--- src/hw/rtl/ssdu_pkg.sv ---
// ----------------------------------------------------------------------------
// Set symmetric difference unit package
// Operation codes, data width and the controller/datapath interface types.
// ----------------------------------------------------------------------------
`default_nettype none

package ssdu_pkg;

    localparam int DATA_W = 32;
    localparam int OP_W   = 2;

    typedef enum logic [OP_W-1:0] {
        OP_LOAD_A = 2'd0,
        OP_LOAD_B = 2'd1,
        OP_EMIT   = 2'd2,
        OP_NONE   = 2'd3
    } t_op;

    // Commands from the controller to the datapath.
    typedef struct packed {
        logic wr_a;       // append the input value to set A
        logic wr_b;       // append the input value to set B
        logic lat_cand;   // capture the candidate from the read data
        logic clr_hit;    // start a new match search
        logic cmp_self;   // read data of the candidate's own set is in range
        logic cmp_other;  // read data of the other set is in range
        logic cand_b;     // candidates currently come from set B
        logic push;       // candidate is a result: move it into the pending slot
        logic finish;     // release the pending result as the last beat
        logic clr_cnt;    // both sets become empty
    } t_cmd;

    // Status from the datapath to the controller.
    typedef struct packed {
        logic hit;        // candidate matched an earlier own element or the other set
        logic pend_valid; // a result waits in the pending slot
        logic out_free;   // the output register can take a beat this cycle
    } t_stat;

endpackage

`default_nettype wire

--- src/hw/rtl/ssdu_datapath.sv ---
// ----------------------------------------------------------------------------
// Set symmetric difference datapath
// Set memories, element counts, candidate compare, pending slot and output.
// ----------------------------------------------------------------------------
`default_nettype none

module ssdu_datapath #(
    parameter int MAX_ELEMS = 32,
    localparam int CNT_W = $clog2(MAX_ELEMS + 1),
    localparam int IDX_W = (MAX_ELEMS > 1) ? $clog2(MAX_ELEMS) : 1
) (
    input  wire                              i_clk,
    input  wire                              i_rst_n,
    input  wire ssdu_pkg::t_cmd              i_cmd,
    input  wire [IDX_W-1:0]                  i_rd_idx,
    input  wire [ssdu_pkg::DATA_W-1:0]       i_value,
    input  wire                              i_out_ready,
    output ssdu_pkg::t_stat                  o_stat,
    output logic [CNT_W-1:0]                 o_cnt_a,
    output logic [CNT_W-1:0]                 o_cnt_b,
    output logic                             o_out_valid,
    output logic [ssdu_pkg::DATA_W-1:0]      o_out_value,
    output logic                             o_out_last,
    output logic                             o_out_none
);

    logic [ssdu_pkg::DATA_W-1:0] mem_a [MAX_ELEMS];
    logic [ssdu_pkg::DATA_W-1:0] mem_b [MAX_ELEMS];

    logic [CNT_W-1:0]            r_cnt_a;
    logic [CNT_W-1:0]            r_cnt_b;
    logic [ssdu_pkg::DATA_W-1:0] r_rd_a;
    logic [ssdu_pkg::DATA_W-1:0] r_rd_b;
    logic [ssdu_pkg::DATA_W-1:0] r_cand;
    logic                        r_hit;
    logic                        r_pend_valid;
    logic [ssdu_pkg::DATA_W-1:0] r_pend_value;
    logic                        r_out_valid;
    logic [ssdu_pkg::DATA_W-1:0] r_out_value;
    logic                        r_out_last;
    logic                        r_out_none;

    logic                        full_a;
    logic                        full_b;
    logic [ssdu_pkg::DATA_W-1:0] self_data;
    logic [ssdu_pkg::DATA_W-1:0] other_data;
    logic                        match;

    assign full_a     = (r_cnt_a == CNT_W'(MAX_ELEMS));
    assign full_b     = (r_cnt_b == CNT_W'(MAX_ELEMS));
    assign self_data  = i_cmd.cand_b ? r_rd_b : r_rd_a;
    assign other_data = i_cmd.cand_b ? r_rd_a : r_rd_b;
    assign match      = (i_cmd.cmp_self  && (self_data  == r_cand)) ||
                        (i_cmd.cmp_other && (other_data == r_cand));

    // Set memories: one write port on load, one registered read port each.
    always_ff @(posedge i_clk) begin
        if (i_cmd.wr_a && !full_a) begin
            mem_a[r_cnt_a[IDX_W-1:0]] <= i_value;
        end
        if (i_cmd.wr_b && !full_b) begin
            mem_b[r_cnt_b[IDX_W-1:0]] <= i_value;
        end
        r_rd_a <= mem_a[i_rd_idx];
        r_rd_b <= mem_b[i_rd_idx];
    end

    always_ff @(posedge i_clk) begin
        if (i_cmd.lat_cand) begin
            r_cand <= i_cmd.cand_b ? r_rd_b : r_rd_a;
        end
        if (i_cmd.push) begin
            r_pend_value <= r_cand;
        end
        if (i_cmd.push && r_pend_valid) begin
            r_out_value <= r_pend_value;
        end else if (i_cmd.finish) begin
            r_out_value <= r_pend_valid ? r_pend_value : '0;
        end
    end

    always_ff @(posedge i_clk) begin
        if (!i_rst_n) begin
            r_cnt_a      <= '0;
            r_cnt_b      <= '0;
            r_hit        <= 1'b0;
            r_pend_valid <= 1'b0;
            r_out_valid  <= 1'b0;
            r_out_last   <= 1'b0;
            r_out_none   <= 1'b0;
        end else begin
            if (i_cmd.clr_cnt) begin
                r_cnt_a <= '0;
                r_cnt_b <= '0;
            end else begin
                if (i_cmd.wr_a && !full_a) begin
                    r_cnt_a <= r_cnt_a + CNT_W'(1);
                end
                if (i_cmd.wr_b && !full_b) begin
                    r_cnt_b <= r_cnt_b + CNT_W'(1);
                end
            end

            if (i_cmd.clr_hit) begin
                r_hit <= 1'b0;
            end else if (match) begin
                r_hit <= 1'b1;
            end

            if (i_cmd.push) begin
                r_pend_valid <= 1'b1;
            end else if (i_cmd.finish) begin
                r_pend_valid <= 1'b0;
            end

            if (i_cmd.push && r_pend_valid) begin
                r_out_valid <= 1'b1;
                r_out_last  <= 1'b0;
                r_out_none  <= 1'b0;
            end else if (i_cmd.finish) begin
                r_out_valid <= 1'b1;
                r_out_last  <= 1'b1;
                r_out_none  <= !r_pend_valid;
            end else if (r_out_valid && i_out_ready) begin
                r_out_valid <= 1'b0;
            end
        end
    end

    assign o_stat.hit        = r_hit;
    assign o_stat.pend_valid = r_pend_valid;
    assign o_stat.out_free   = !r_out_valid || i_out_ready;

    assign o_cnt_a     = r_cnt_a;
    assign o_cnt_b     = r_cnt_b;
    assign o_out_valid = r_out_valid;
    assign o_out_value = r_out_value;
    assign o_out_last  = r_out_last;
    assign o_out_none  = r_out_none;

endmodule

`default_nettype wire

--- src/hw/rtl/ssdu_ctrl.sv ---
// ----------------------------------------------------------------------------
// Set symmetric difference controller
// Accepts items and sequences the candidate scan over both set memories.
// ----------------------------------------------------------------------------
`default_nettype none

module ssdu_ctrl #(
    parameter int MAX_ELEMS = 32,
    localparam int CNT_W = $clog2(MAX_ELEMS + 1),
    localparam int IDX_W = (MAX_ELEMS > 1) ? $clog2(MAX_ELEMS) : 1
) (
    input  wire                   i_clk,
    input  wire                   i_rst_n,
    input  wire                   i_in_valid,
    input  wire ssdu_pkg::t_op    i_op,
    output logic                  o_in_ready,
    input  wire ssdu_pkg::t_stat  i_stat,
    input  wire [CNT_W-1:0]       i_cnt_a,
    input  wire [CNT_W-1:0]       i_cnt_b,
    output ssdu_pkg::t_cmd        o_cmd,
    output logic [IDX_W-1:0]      o_rd_idx
);

    typedef enum logic [2:0] {
        S_IDLE,
        S_NEXT,
        S_CAND,
        S_SCAN,
        S_DECIDE,
        S_FINISH
    } t_state;

    t_state           r_state;
    logic             r_phase_b;
    logic [CNT_W-1:0] r_i;
    logic [CNT_W-1:0] r_j;
    logic             r_cmp_self;
    logic             r_cmp_other;

    logic             accept;
    logic [CNT_W-1:0] own_cnt;
    logic [CNT_W-1:0] other_cnt;
    logic [CNT_W-1:0] scan_len;
    logic             push_ok;

    assign o_in_ready = (r_state == S_IDLE);
    assign accept     = i_in_valid && o_in_ready;
    assign own_cnt    = r_phase_b ? i_cnt_b : i_cnt_a;
    assign other_cnt  = r_phase_b ? i_cnt_a : i_cnt_b;
    assign scan_len   = (r_i > other_cnt) ? r_i : other_cnt;
    assign push_ok    = !i_stat.pend_valid || i_stat.out_free;
    assign o_rd_idx   = (r_state == S_NEXT) ? r_i[IDX_W-1:0] : r_j[IDX_W-1:0];

    always_comb begin
        o_cmd           = '0;
        o_cmd.wr_a      = accept && (i_op == ssdu_pkg::OP_LOAD_A);
        o_cmd.wr_b      = accept && (i_op == ssdu_pkg::OP_LOAD_B);
        o_cmd.lat_cand  = (r_state == S_CAND);
        o_cmd.clr_hit   = (r_state == S_CAND);
        o_cmd.cmp_self  = r_cmp_self;
        o_cmd.cmp_other = r_cmp_other;
        o_cmd.cand_b    = r_phase_b;
        o_cmd.push      = (r_state == S_DECIDE) && !i_stat.hit && push_ok;
        o_cmd.finish    = (r_state == S_FINISH) && i_stat.out_free;
        o_cmd.clr_cnt   = o_cmd.finish;
    end

    always_ff @(posedge i_clk) begin
        if (!i_rst_n) begin
            r_state     <= S_IDLE;
            r_phase_b   <= 1'b0;
            r_i         <= '0;
            r_j         <= '0;
            r_cmp_self  <= 1'b0;
            r_cmp_other <= 1'b0;
        end else begin
            r_cmp_self  <= 1'b0;
            r_cmp_other <= 1'b0;
            unique case (r_state)
                S_IDLE: begin
                    if (accept && (i_op == ssdu_pkg::OP_EMIT)) begin
                        r_phase_b <= 1'b0;
                        r_i       <= '0;
                        r_state   <= S_NEXT;
                    end
                end
                S_NEXT: begin
                    if (r_i == own_cnt) begin
                        if (r_phase_b) begin
                            r_state <= S_FINISH;
                        end else begin
                            r_phase_b <= 1'b1;
                            r_i       <= '0;
                        end
                    end else begin
                        r_state <= S_CAND;
                    end
                end
                S_CAND: begin
                    r_j     <= '0;
                    r_state <= S_SCAN;
                end
                S_SCAN: begin
                    if (r_j == scan_len) begin
                        r_state <= S_DECIDE;
                    end else begin
                        r_cmp_self  <= (r_j < r_i);
                        r_cmp_other <= (r_j < other_cnt);
                        r_j         <= r_j + CNT_W'(1);
                    end
                end
                S_DECIDE: begin
                    if (i_stat.hit || push_ok) begin
                        r_i     <= r_i + CNT_W'(1);
                        r_state <= S_NEXT;
                    end
                end
                S_FINISH: begin
                    if (i_stat.out_free) begin
                        r_state <= S_IDLE;
                    end
                end
                default: begin
                    r_state <= S_IDLE;
                end
            endcase
        end
    end

endmodule

`default_nettype wire

--- src/hw/rtl/set_symmetric_difference_unit.sv ---
// ----------------------------------------------------------------------------
// Set symmetric difference unit
// Loads two sets of 32-bit values and streams their symmetric difference.
// ----------------------------------------------------------------------------
// Load beats (operation 0 for set A, 1 for set B) are taken one per cycle
// while the unit is idle; each set keeps up to MAX_ELEMS values in load order
// and further loads into a full set are dropped without a result. An emit
// beat (operation 2) starts a scan that takes every element of A, then every
// element of B, as a candidate, and compares it against the earlier elements
// of its own set and all elements of the other set, one pair of compares per
// cycle through the single read port of each set memory. Input ready stays
// low for the whole run. Results leave through an output register, with the
// last beat flagged; an empty difference yields one beat with none_found set
// and a zero value. Both sets are empty again after the run. Operation 3 is
// accepted and ignored. Values compare on all 32 bits, so any bit pattern is
// an element.
// ----------------------------------------------------------------------------
`default_nettype none

module set_symmetric_difference_unit #(
    parameter int MAX_ELEMS = 32
) (
    input  wire                               i_clk,
    input  wire                               i_rst_n,
    input  wire                               i_in_valid,
    output logic                              o_in_ready,
    input  wire [ssdu_pkg::OP_W-1:0]          i_operation,
    input  wire signed [ssdu_pkg::DATA_W-1:0] i_value,
    output logic                              o_out_valid,
    input  wire                               i_out_ready,
    output logic signed [ssdu_pkg::DATA_W-1:0] o_value_res,
    output logic                              o_is_last,
    output logic                              o_none_found
);

    localparam int CNT_W = $clog2(MAX_ELEMS + 1);
    localparam int IDX_W = (MAX_ELEMS > 1) ? $clog2(MAX_ELEMS) : 1;

    // Controller/datapath handshake: commands down, status up.
    ssdu_pkg::t_cmd              cmd;
    ssdu_pkg::t_stat             stat;
    logic [CNT_W-1:0]            cnt_a;
    logic [CNT_W-1:0]            cnt_b;
    logic [IDX_W-1:0]            rd_idx;
    logic [ssdu_pkg::DATA_W-1:0] out_value;

    ssdu_ctrl #(
        .MAX_ELEMS (MAX_ELEMS)
    ) u_ctrl (
        .i_clk      (i_clk),
        .i_rst_n    (i_rst_n),
        .i_in_valid (i_in_valid),
        .i_op       (ssdu_pkg::t_op'(i_operation)),
        .o_in_ready (o_in_ready),
        .i_stat     (stat),
        .i_cnt_a    (cnt_a),
        .i_cnt_b    (cnt_b),
        .o_cmd      (cmd),
        .o_rd_idx   (rd_idx)
    );

    // The datapath holds the set memories, the counts, the candidate compare
    // and a pending slot that holds each result back until the next one (or
    // the end of the run) shows whether it is the last beat.
    ssdu_datapath #(
        .MAX_ELEMS (MAX_ELEMS)
    ) u_datapath (
        .i_clk       (i_clk),
        .i_rst_n     (i_rst_n),
        .i_cmd       (cmd),
        .i_rd_idx    (rd_idx),
        .i_value     (i_value),
        .i_out_ready (i_out_ready),
        .o_stat      (stat),
        .o_cnt_a     (cnt_a),
        .o_cnt_b     (cnt_b),
        .o_out_valid (o_out_valid),
        .o_out_value (out_value),
        .o_out_last  (o_is_last),
        .o_out_none  (o_none_found)
    );

    assign o_value_res = out_value;

endmodule

`default_nettype wire

--- config.mk ---
export PLATFORM = sky130hd
export DESIGN_NAME = set_symmetric_difference_unit
export DESIGN_NICKNAME = d
export VERILOG_FILES = /design/src/hw/rtl/ssdu_pkg.sv /design/src/hw/rtl/ssdu_datapath.sv /design/src/hw/rtl/ssdu_ctrl.sv /design/src/hw/rtl/set_symmetric_difference_unit.sv
export SDC_FILE = /design/constraint.sdc
export NUM_CORES = 2
export LEC_CHECK = 0
export ABC_AREA = 0
export CORE_MARGIN = 2
export CORE_UTILIZATION = 38
export CTS_CLUSTER_DIAMETER = 40
export DETAILED_ROUTE_END_ITERATION = 8
export DONT_BUFFER_PORTS = 1
export PLACE_DENSITY_LB_ADDON = 0.2
export SYNTH_ARGS = -nofsm -noshare
export SYNTH_HDL_FRONTEND = slang
export SYNTH_SLANG_ARGS = --single-unit
--- constraint.sdc ---
create_clock -name i_clk -period 5.98 [get_ports i_clk]
set_input_delay 0 -clock i_clk [delete_from_list [all_inputs] [get_ports i_clk]]
set_output_delay 0 -clock i_clk [all_outputs]
set_load 0.01 [all_outputs]
# Word level (Yosys, flattened, before mapping)
# Memory sizes are Yosys's and may differ from the RTL's. A register that Yosys moved wholly into a read port is not among the register bits.
# Index checks and enable logic that the tools add are counted.
[op_classes]
add_sub_neg = 4
magnitude_cmp = 3
n_eq_ne = 21
mux = 35
n_bitwise = 2
n_reduce_logical = 38
[op_table]
columns = ["op", "count"]
rows = [
  ["32-bit 2-to-1 mux", 5],
  ["32-bit equality test", 2],
  ["6-bit 2-to-1 mux", 8],
  ["6-bit by 1-bit adder with 6-bit output, second input constant", 4],
  ["3-bit 2-to-1 mux", 6],
  ["3-bit one-hot mux with 6 select lines", 1],
  ["6-bit one-hot mux with 3 select lines", 1],
  ["1-bit logical AND", 13],
  ["6-bit equality test", 2],
  ["6-bit equality test, second input constant", 2],
  ["6-bit < comparator", 2],
  ["6-bit one-hot mux with 2 select lines", 1],
  ["1-bit 2-to-1 mux", 11],
  ["2-bit inequality test, second input constant", 5],
  ["5-bit AND reduction", 2],
  ["2-bit nonzero test", 4],
  ["3-bit by 2-bit equality test with 1-bit output, second input constant", 2],
  ["3-bit equality test, second input constant", 2],
  ["6-bit greater-than comparator", 1],
  ["3-bit nonzero test", 2],
  ["2-bit OR reduction", 3],
  ["1-bit zero test", 5],
  ["5-bit 2-to-1 mux", 1],
  ["1-bit logical OR", 4],
  ["12 further kinds", 14],
]
[totals]
ff_bits = 131
ramBits = 2048
input_bits = 38
output_inout_bits = 36
word_cells = 121
mem_count = 2
[mem_list]
columns = ["name", "depth", "word_bits", "read_ports", "rd_clocked_by_memory_dff", "write_ports", "line", "text"]
rows = [
  ["u_datapath.mem_a", 32, 32, 1, 1, 1, "ssdu_datapath.sv:27", "logic [ssdu_pkg::DATA_W-1:0] mem_a [MAX_ELEMS];"],
  ["u_datapath.mem_b", 32, 32, 1, 1, 1, "ssdu_datapath.sv:28", "logic [ssdu_pkg::DATA_W-1:0] mem_b [MAX_ELEMS];"],
]

# Longest topological paths before layout
[depth]
ltp_word = 6
mapped_depth = 11
ltp_nobuf = 10

# Hierarchy
# From an unflattened synthesis, not the netlist that was laid out.
[hier_totals]
cells_unflattened = 3687
hier_area_um2 = 86334.1
[modules_own_cells]
columns = ["module", "instances", "cells_each", "area_per_inst_um2", "seq_area_each_um2"]
rows = [
  ["ssdu_datapath", 1, 3452, 84369.7, 66003.3],
  ["ssdu_ctrl", 1, 235, 1964.4, 360.3],
]

# Least setup slack after synthesis
# Ideal clock, no wire load.
[synth_path]
path_type = "register -> register"
startpoint = "register u_ctrl.r_state[0]"
endpoint = "register u_datapath.r_out_value, in the netlist u_datapath.o_out_value[0], enable pin"
setup_ns = 0.390
t_arrival_ns = 4.489
t_required_ns = 5.590
path_slack_ns = 1.101
path_stages_with_launch = 6
n_path_buf = 1
period_less_slack_ns = 4.879
path_cell_list = "dfxtp_1 buf_4 or3b_2 a211oi_1 nand2_1 nand2_1"
[synth_rtl]
columns = ["item", "line", "text"]
rows = [
  ["from (decl)", "ssdu_ctrl.sv:33", "t_state r_state;"],
  ["from (signal assigned)", "ssdu_ctrl.sv:70", "r_state <= S_IDLE;"],
  ["from (signal assigned)", "ssdu_ctrl.sv:84", "r_state <= S_NEXT;"],
  ["from (signal assigned)", "ssdu_ctrl.sv:90", "r_state <= S_FINISH;"],
  ["to (signal assigned)", "ssdu_datapath.sv:76", "r_out_value <= r_pend_value;"],
  ["to (signal assigned)", "ssdu_datapath.sv:78", "r_out_value <= r_pend_valid ? r_pend_value : '0;"],
  ["to (decl)", "ssdu_datapath.sv:39", "logic [ssdu_pkg::DATA_W-1:0] r_out_value;"],
]

# Worst setup path in the final report
[layout_path]
startpoint = "register u_ctrl.r_state[0]"
endpoint = "memory u_datapath.mem_b[17][3] (netlist name), enable pin"
[layout_via]
elab_chain_cells = 6
[layout_lines]
columns = ["item", "line", "text"]
rows = [
  ["3-bit zero test", "ssdu_ctrl.sv:46", "assign o_in_ready = (r_state == S_IDLE);"],
  ["via o_in_ready", "set_symmetric_difference_unit.sv:26", "output logic o_in_ready,"],
  ["1-bit logical AND", "ssdu_ctrl.sv:47", "assign accept = i_in_valid && o_in_ready;"],
  ["1-bit logical AND", "ssdu_ctrl.sv:57", "o_cmd.wr_b = accept && (i_op == ssdu_pkg::OP_LOAD_B);"],
  ["1-bit logical AND", "ssdu_datapath.sv:61", "if (i_cmd.wr_b && !full_b) begin"],
  ["1-bit 2-to-1 mux", "ssdu_datapath.sv:61", ""],
  ["1-bit 2-to-1 mux (implied by the code)", "ssdu_datapath.sv:62", "mem_b[r_cnt_b[IDX_W-1:0]] <= i_value;"],
  ["to (decl)", "ssdu_datapath.sv:28", ""],
]
# The timed path passes the listed nets, and every way through them passes these cells.

==> load_flow_metrics.sql <==
INSERT INTO impl_metrics (metric_group, metric, value, unit) VALUES
('timing', 'worst-slew-pin-transition', '1180', 'ps'),
('clock_network', 'tritoncts_clock_tree', 'built', ''),
('synth', 'yosysTopAreaCell', 'edfxtp_1', ''),
('critical_path', 'path_class', 'flop to flop', ''),
('layout', 'multi_input_comb_area', '19700', 'sq um'),
('timing', 'max_transition_margin', '21.1', '%'),
('clock_network', 'clk_path_buf_depth', '4', ''),
('clock_network', 'cts_resized', '0', ''),
('timing', 'period_share', '74.1', '%'),
('layout', 'area_growth_syn_to_layout', '20.3', '%'),
('clock_network', 'clock-sinks', '2243', ''),
('critical_path', 'critical_path.endpoint_type', 'flop', ''),
('outcome', 'run_status', 'complete, no violations', ''),
('synth', 'netlist.area_leader.share', '74.2', '%'),
('clock_network', 'clockRootBuffer', 'clkbuf_16', ''),
('detailed_routing', 'drt-wirelength-per-cell', '29.0', 'um'),
('die', 'fp.dieH', '482', 'um'),
('global_route', 'grt_overflow_total', '0', ''),
('timing', 'hold_viol', '0', ''),
('synth', 'yosys.cell_count.top_type', 'edfxtp_1', ''),
('synth', 'synth.cell_area', '86800', 'sq um'),
('critical_path', 'path_delay_family', 'simple AND/OR/NAND/NOR gates', ''),
('power_and_ir_drop', 'fin_total_pwr', '38.5', 'mW'),
('synth', 'synth_warnings', '0', ''),
('global_route', 'first_global_vias', '44000', ''),
('critical_path', 'cp.arrival', '5040', 'ps'),
('synth', 'ys_seq_area_share', '76.5', '%'),
('timing', 'setup_slack', '1550', 'ps'),
('clock_network', 'cts.clk_slew.worst_paths', '50', 'ps'),
('synth', 'mappedNetlistNets', '4307', ''),
('synth', 'synth.lib_cells_used.distinct', '61', ''),
('place', 'dp_slack', '1520', 'ps'),
('critical_path', 'timing.critical_path.slowest_cell_delay', '860', 'ps'),
('clock_network', 'cts_max_level', '5', ''),
('place', 'port-buffer-count', '0', ''),
('layout', 'nets', '4646', ''),
('critical_path', 'highest_delay_cell_along_the_critical_path', 'nor2_4', ''),
('layout', 'postLayoutCellArea', '104000', 'sq um'),
('detailed_routing', 'first_pass_iters', '5', ''),
('job', 'drv_cap', '0', ''),
('synth', 'synth_ff_type', 'edfxtp_1', ''),
('layout', 'seqCellArea', '66400', 'sq um'),
('layout', 'fraction_of_layout_cells_with_a_size_suffix_above_1', '28.6', '%'),
('synth', 'async_set_reset_flop_share_out_of_synthesis', '0', '%'),
('global_route', 'grt_pass1_wl', '325000', 'um'),
('critical_path', 'crit_fanout', '23', ''),
('detailed_routing', 'detailedRoute.firstIterationViolations', '4811', ''),
('place', 'hpwl', '126000', 'um'),
('layout', 'fillers', '19100', ''),
('timing', 'grt_setup_unrepaired', 'no', ''),
('clock_network', 'post_cts_buffers', '0', ''),
('timing', 'fmax', '226', 'MHz'),
('place', 'placement.cell_area', '91300', 'sq um'),
('global_route', 'grt_util_all_layers', '19.6', '%'),
('power_and_ir_drop', 'power.density_cell_area', '369', 'nW/um^2'),
('detailed_routing', 'route.detailed.drc', '0', ''),
('synth', 'synth.cells.most_frequent', '2,144 x edfxtp_1, 512 x mux4_2, 421 x nand2_1, 151 x nand3_1, 116 x mux2i_1', ''),
('die', 'std_cell_rows', '175', ''),
('critical_path', 'cp_data_required_time', '6590', 'ps'),
('die', 'coreArea', '227000', 'sq um'),
('critical_path', 'critPathLaunchType', 'flop', ''),
('timing', 'worst_clock_skew', '96.6', 'ps'),
('die', 'start_util', '38.2', '%'),
('global_route', 'antenna_found_initial', '13', ''),
('detailed_routing', 'vias', '43200', ''),
('synth', 'synth.top_cells.by_area', 'edfxtp_1 74%, mux4_2 13%, dfxtp_1 2.3%', ''),
('timing', 'setup_viol', '0', ''),
('layout', 'final_core_util', '45.9', '%'),
('detailed_routing', 'routed_wirelength', '228000', 'um'),
('critical_path', 'critPathBufInv', '1', ''),
('timing', 'worst_hold_slack_after_final_layout', '64.9', 'ps');
[report_power, final]
| part | total (mW) | switching, mW | internal (mW) |
|---|---|---|---|
| registers | 17.4 | 0.121 | 17.3 |
| logic | 0.781 | 0.516 | 0.266 |
| clock network | 20.3 | 7.50 | 12.8 |
| total | 38.5 | 8.14 | 30.3 |
[kinds of logic after synthesis]
family                     Yosys count  share of synthesized area [%]
muxes                              664                           15.1
buffers and inverters              242                           1.49
DFF                               2243                           76.5
and+or+nand+nor                    846                           4.48
adders and majority gates           26                          0.375
xor gates and xnor gates            87                          0.878
AOI/OAI and AO/OA                  135                           1.20
[final cells by class]
type	count	area share (%)
multi-input combinational	1758	18.9
tap	3009	3.61
clock inverter	249	2.77
antenna	5	0.0120
clock buffer	377	8.53
inverter	19	0.0683
sequential	2243	63.6
timing repair buffer	210	2.54
[cells in the final DEF (no fill, tap or decap), types with 17 or more instances in the layout]
cell,count
clkinv_2,44
a21oi_1,23
and3_1,65
a32oi_1,66
clkinvlp_4,34
clkinv_4,32
edfxtp_1,2144
xor2_1,17
nor2_4,65
clkinv_1,24
clkbuf_1,23
nand2_1,421
nor2_1,32
mux4_2,512
dfxtp_1,98
ha_1,26
bufinv_16,43
buf_4,112
mux2_2,32
dlygate4sd3_1,39
mux2i_1,114
xnor2_1,70
inv_6,50
clkbuf_16,350
and2_1,37
buf_16,32
nand3_1,151
buf_12,27
inv_1,19
[final timing paths]
kind / startpoint / slack (ps) / cells past startpoint / to
min: i_value[2] / 60 / 2 / u_datapath.mem_a[1][2]
max: u_ctrl.r_state[0] / 1550 / 6 / u_datapath.mem_b[17][3]
min reg2reg: u_datapath.r_pend_value[16] / 520 / 1 / u_datapath.o_out_value[16]
max reg2reg: u_ctrl.r_state[0] / 1550 / 6 / u_datapath.mem_b[17][3]
[repair_timing]
item,in CTS,in global routing
hold buffers,71,0
endpoints found under the hold margin,2088,0
endpoints found under the setup margin,0,0
[metal layers]
metal  vias up  global-route usage, %  part of all wire, %
li1      18100                      -                    -
met1     23300                   28.2                   44
met2      1468                   31.5                   48
met3       294                   3.06                  6.4
met4         0                   4.68                  1.8
met5         -                      0                    0
[state kept, by name, summed over array words and instances (netlist names)]
register,cells
u_datapath.mem_a,1024
u_datapath.mem_b,1024
u_datapath.o_out_value,32
u_datapath.r_cand,32
u_datapath.r_pend_value,32
u_datapath.r_rd_a,32
u_datapath.r_rd_b,32
u_ctrl.r_i,6
u_ctrl.r_j,6
u_datapath.o_cnt_a,6
u_datapath.o_cnt_b,6
u_ctrl.r_state,3
u_ctrl.r_cmp_other,1
u_ctrl.r_cmp_self,1
u_ctrl.r_phase_b,1
u_datapath.o_out_last,1
u_datapath.o_out_none,1
u_datapath.o_out_valid,1
u_datapath.r_hit,1
u_datapath.r_pend_valid,1
[worst register-to-register path, delay by kind of cell (launching register included)]
kind | cells | cell delay, ps
DFF | 1 | 500
and+or+nand+nor | 5 | 3280
buffers and inverters | 1 | 360
Power figures use the tool's default switching activity.
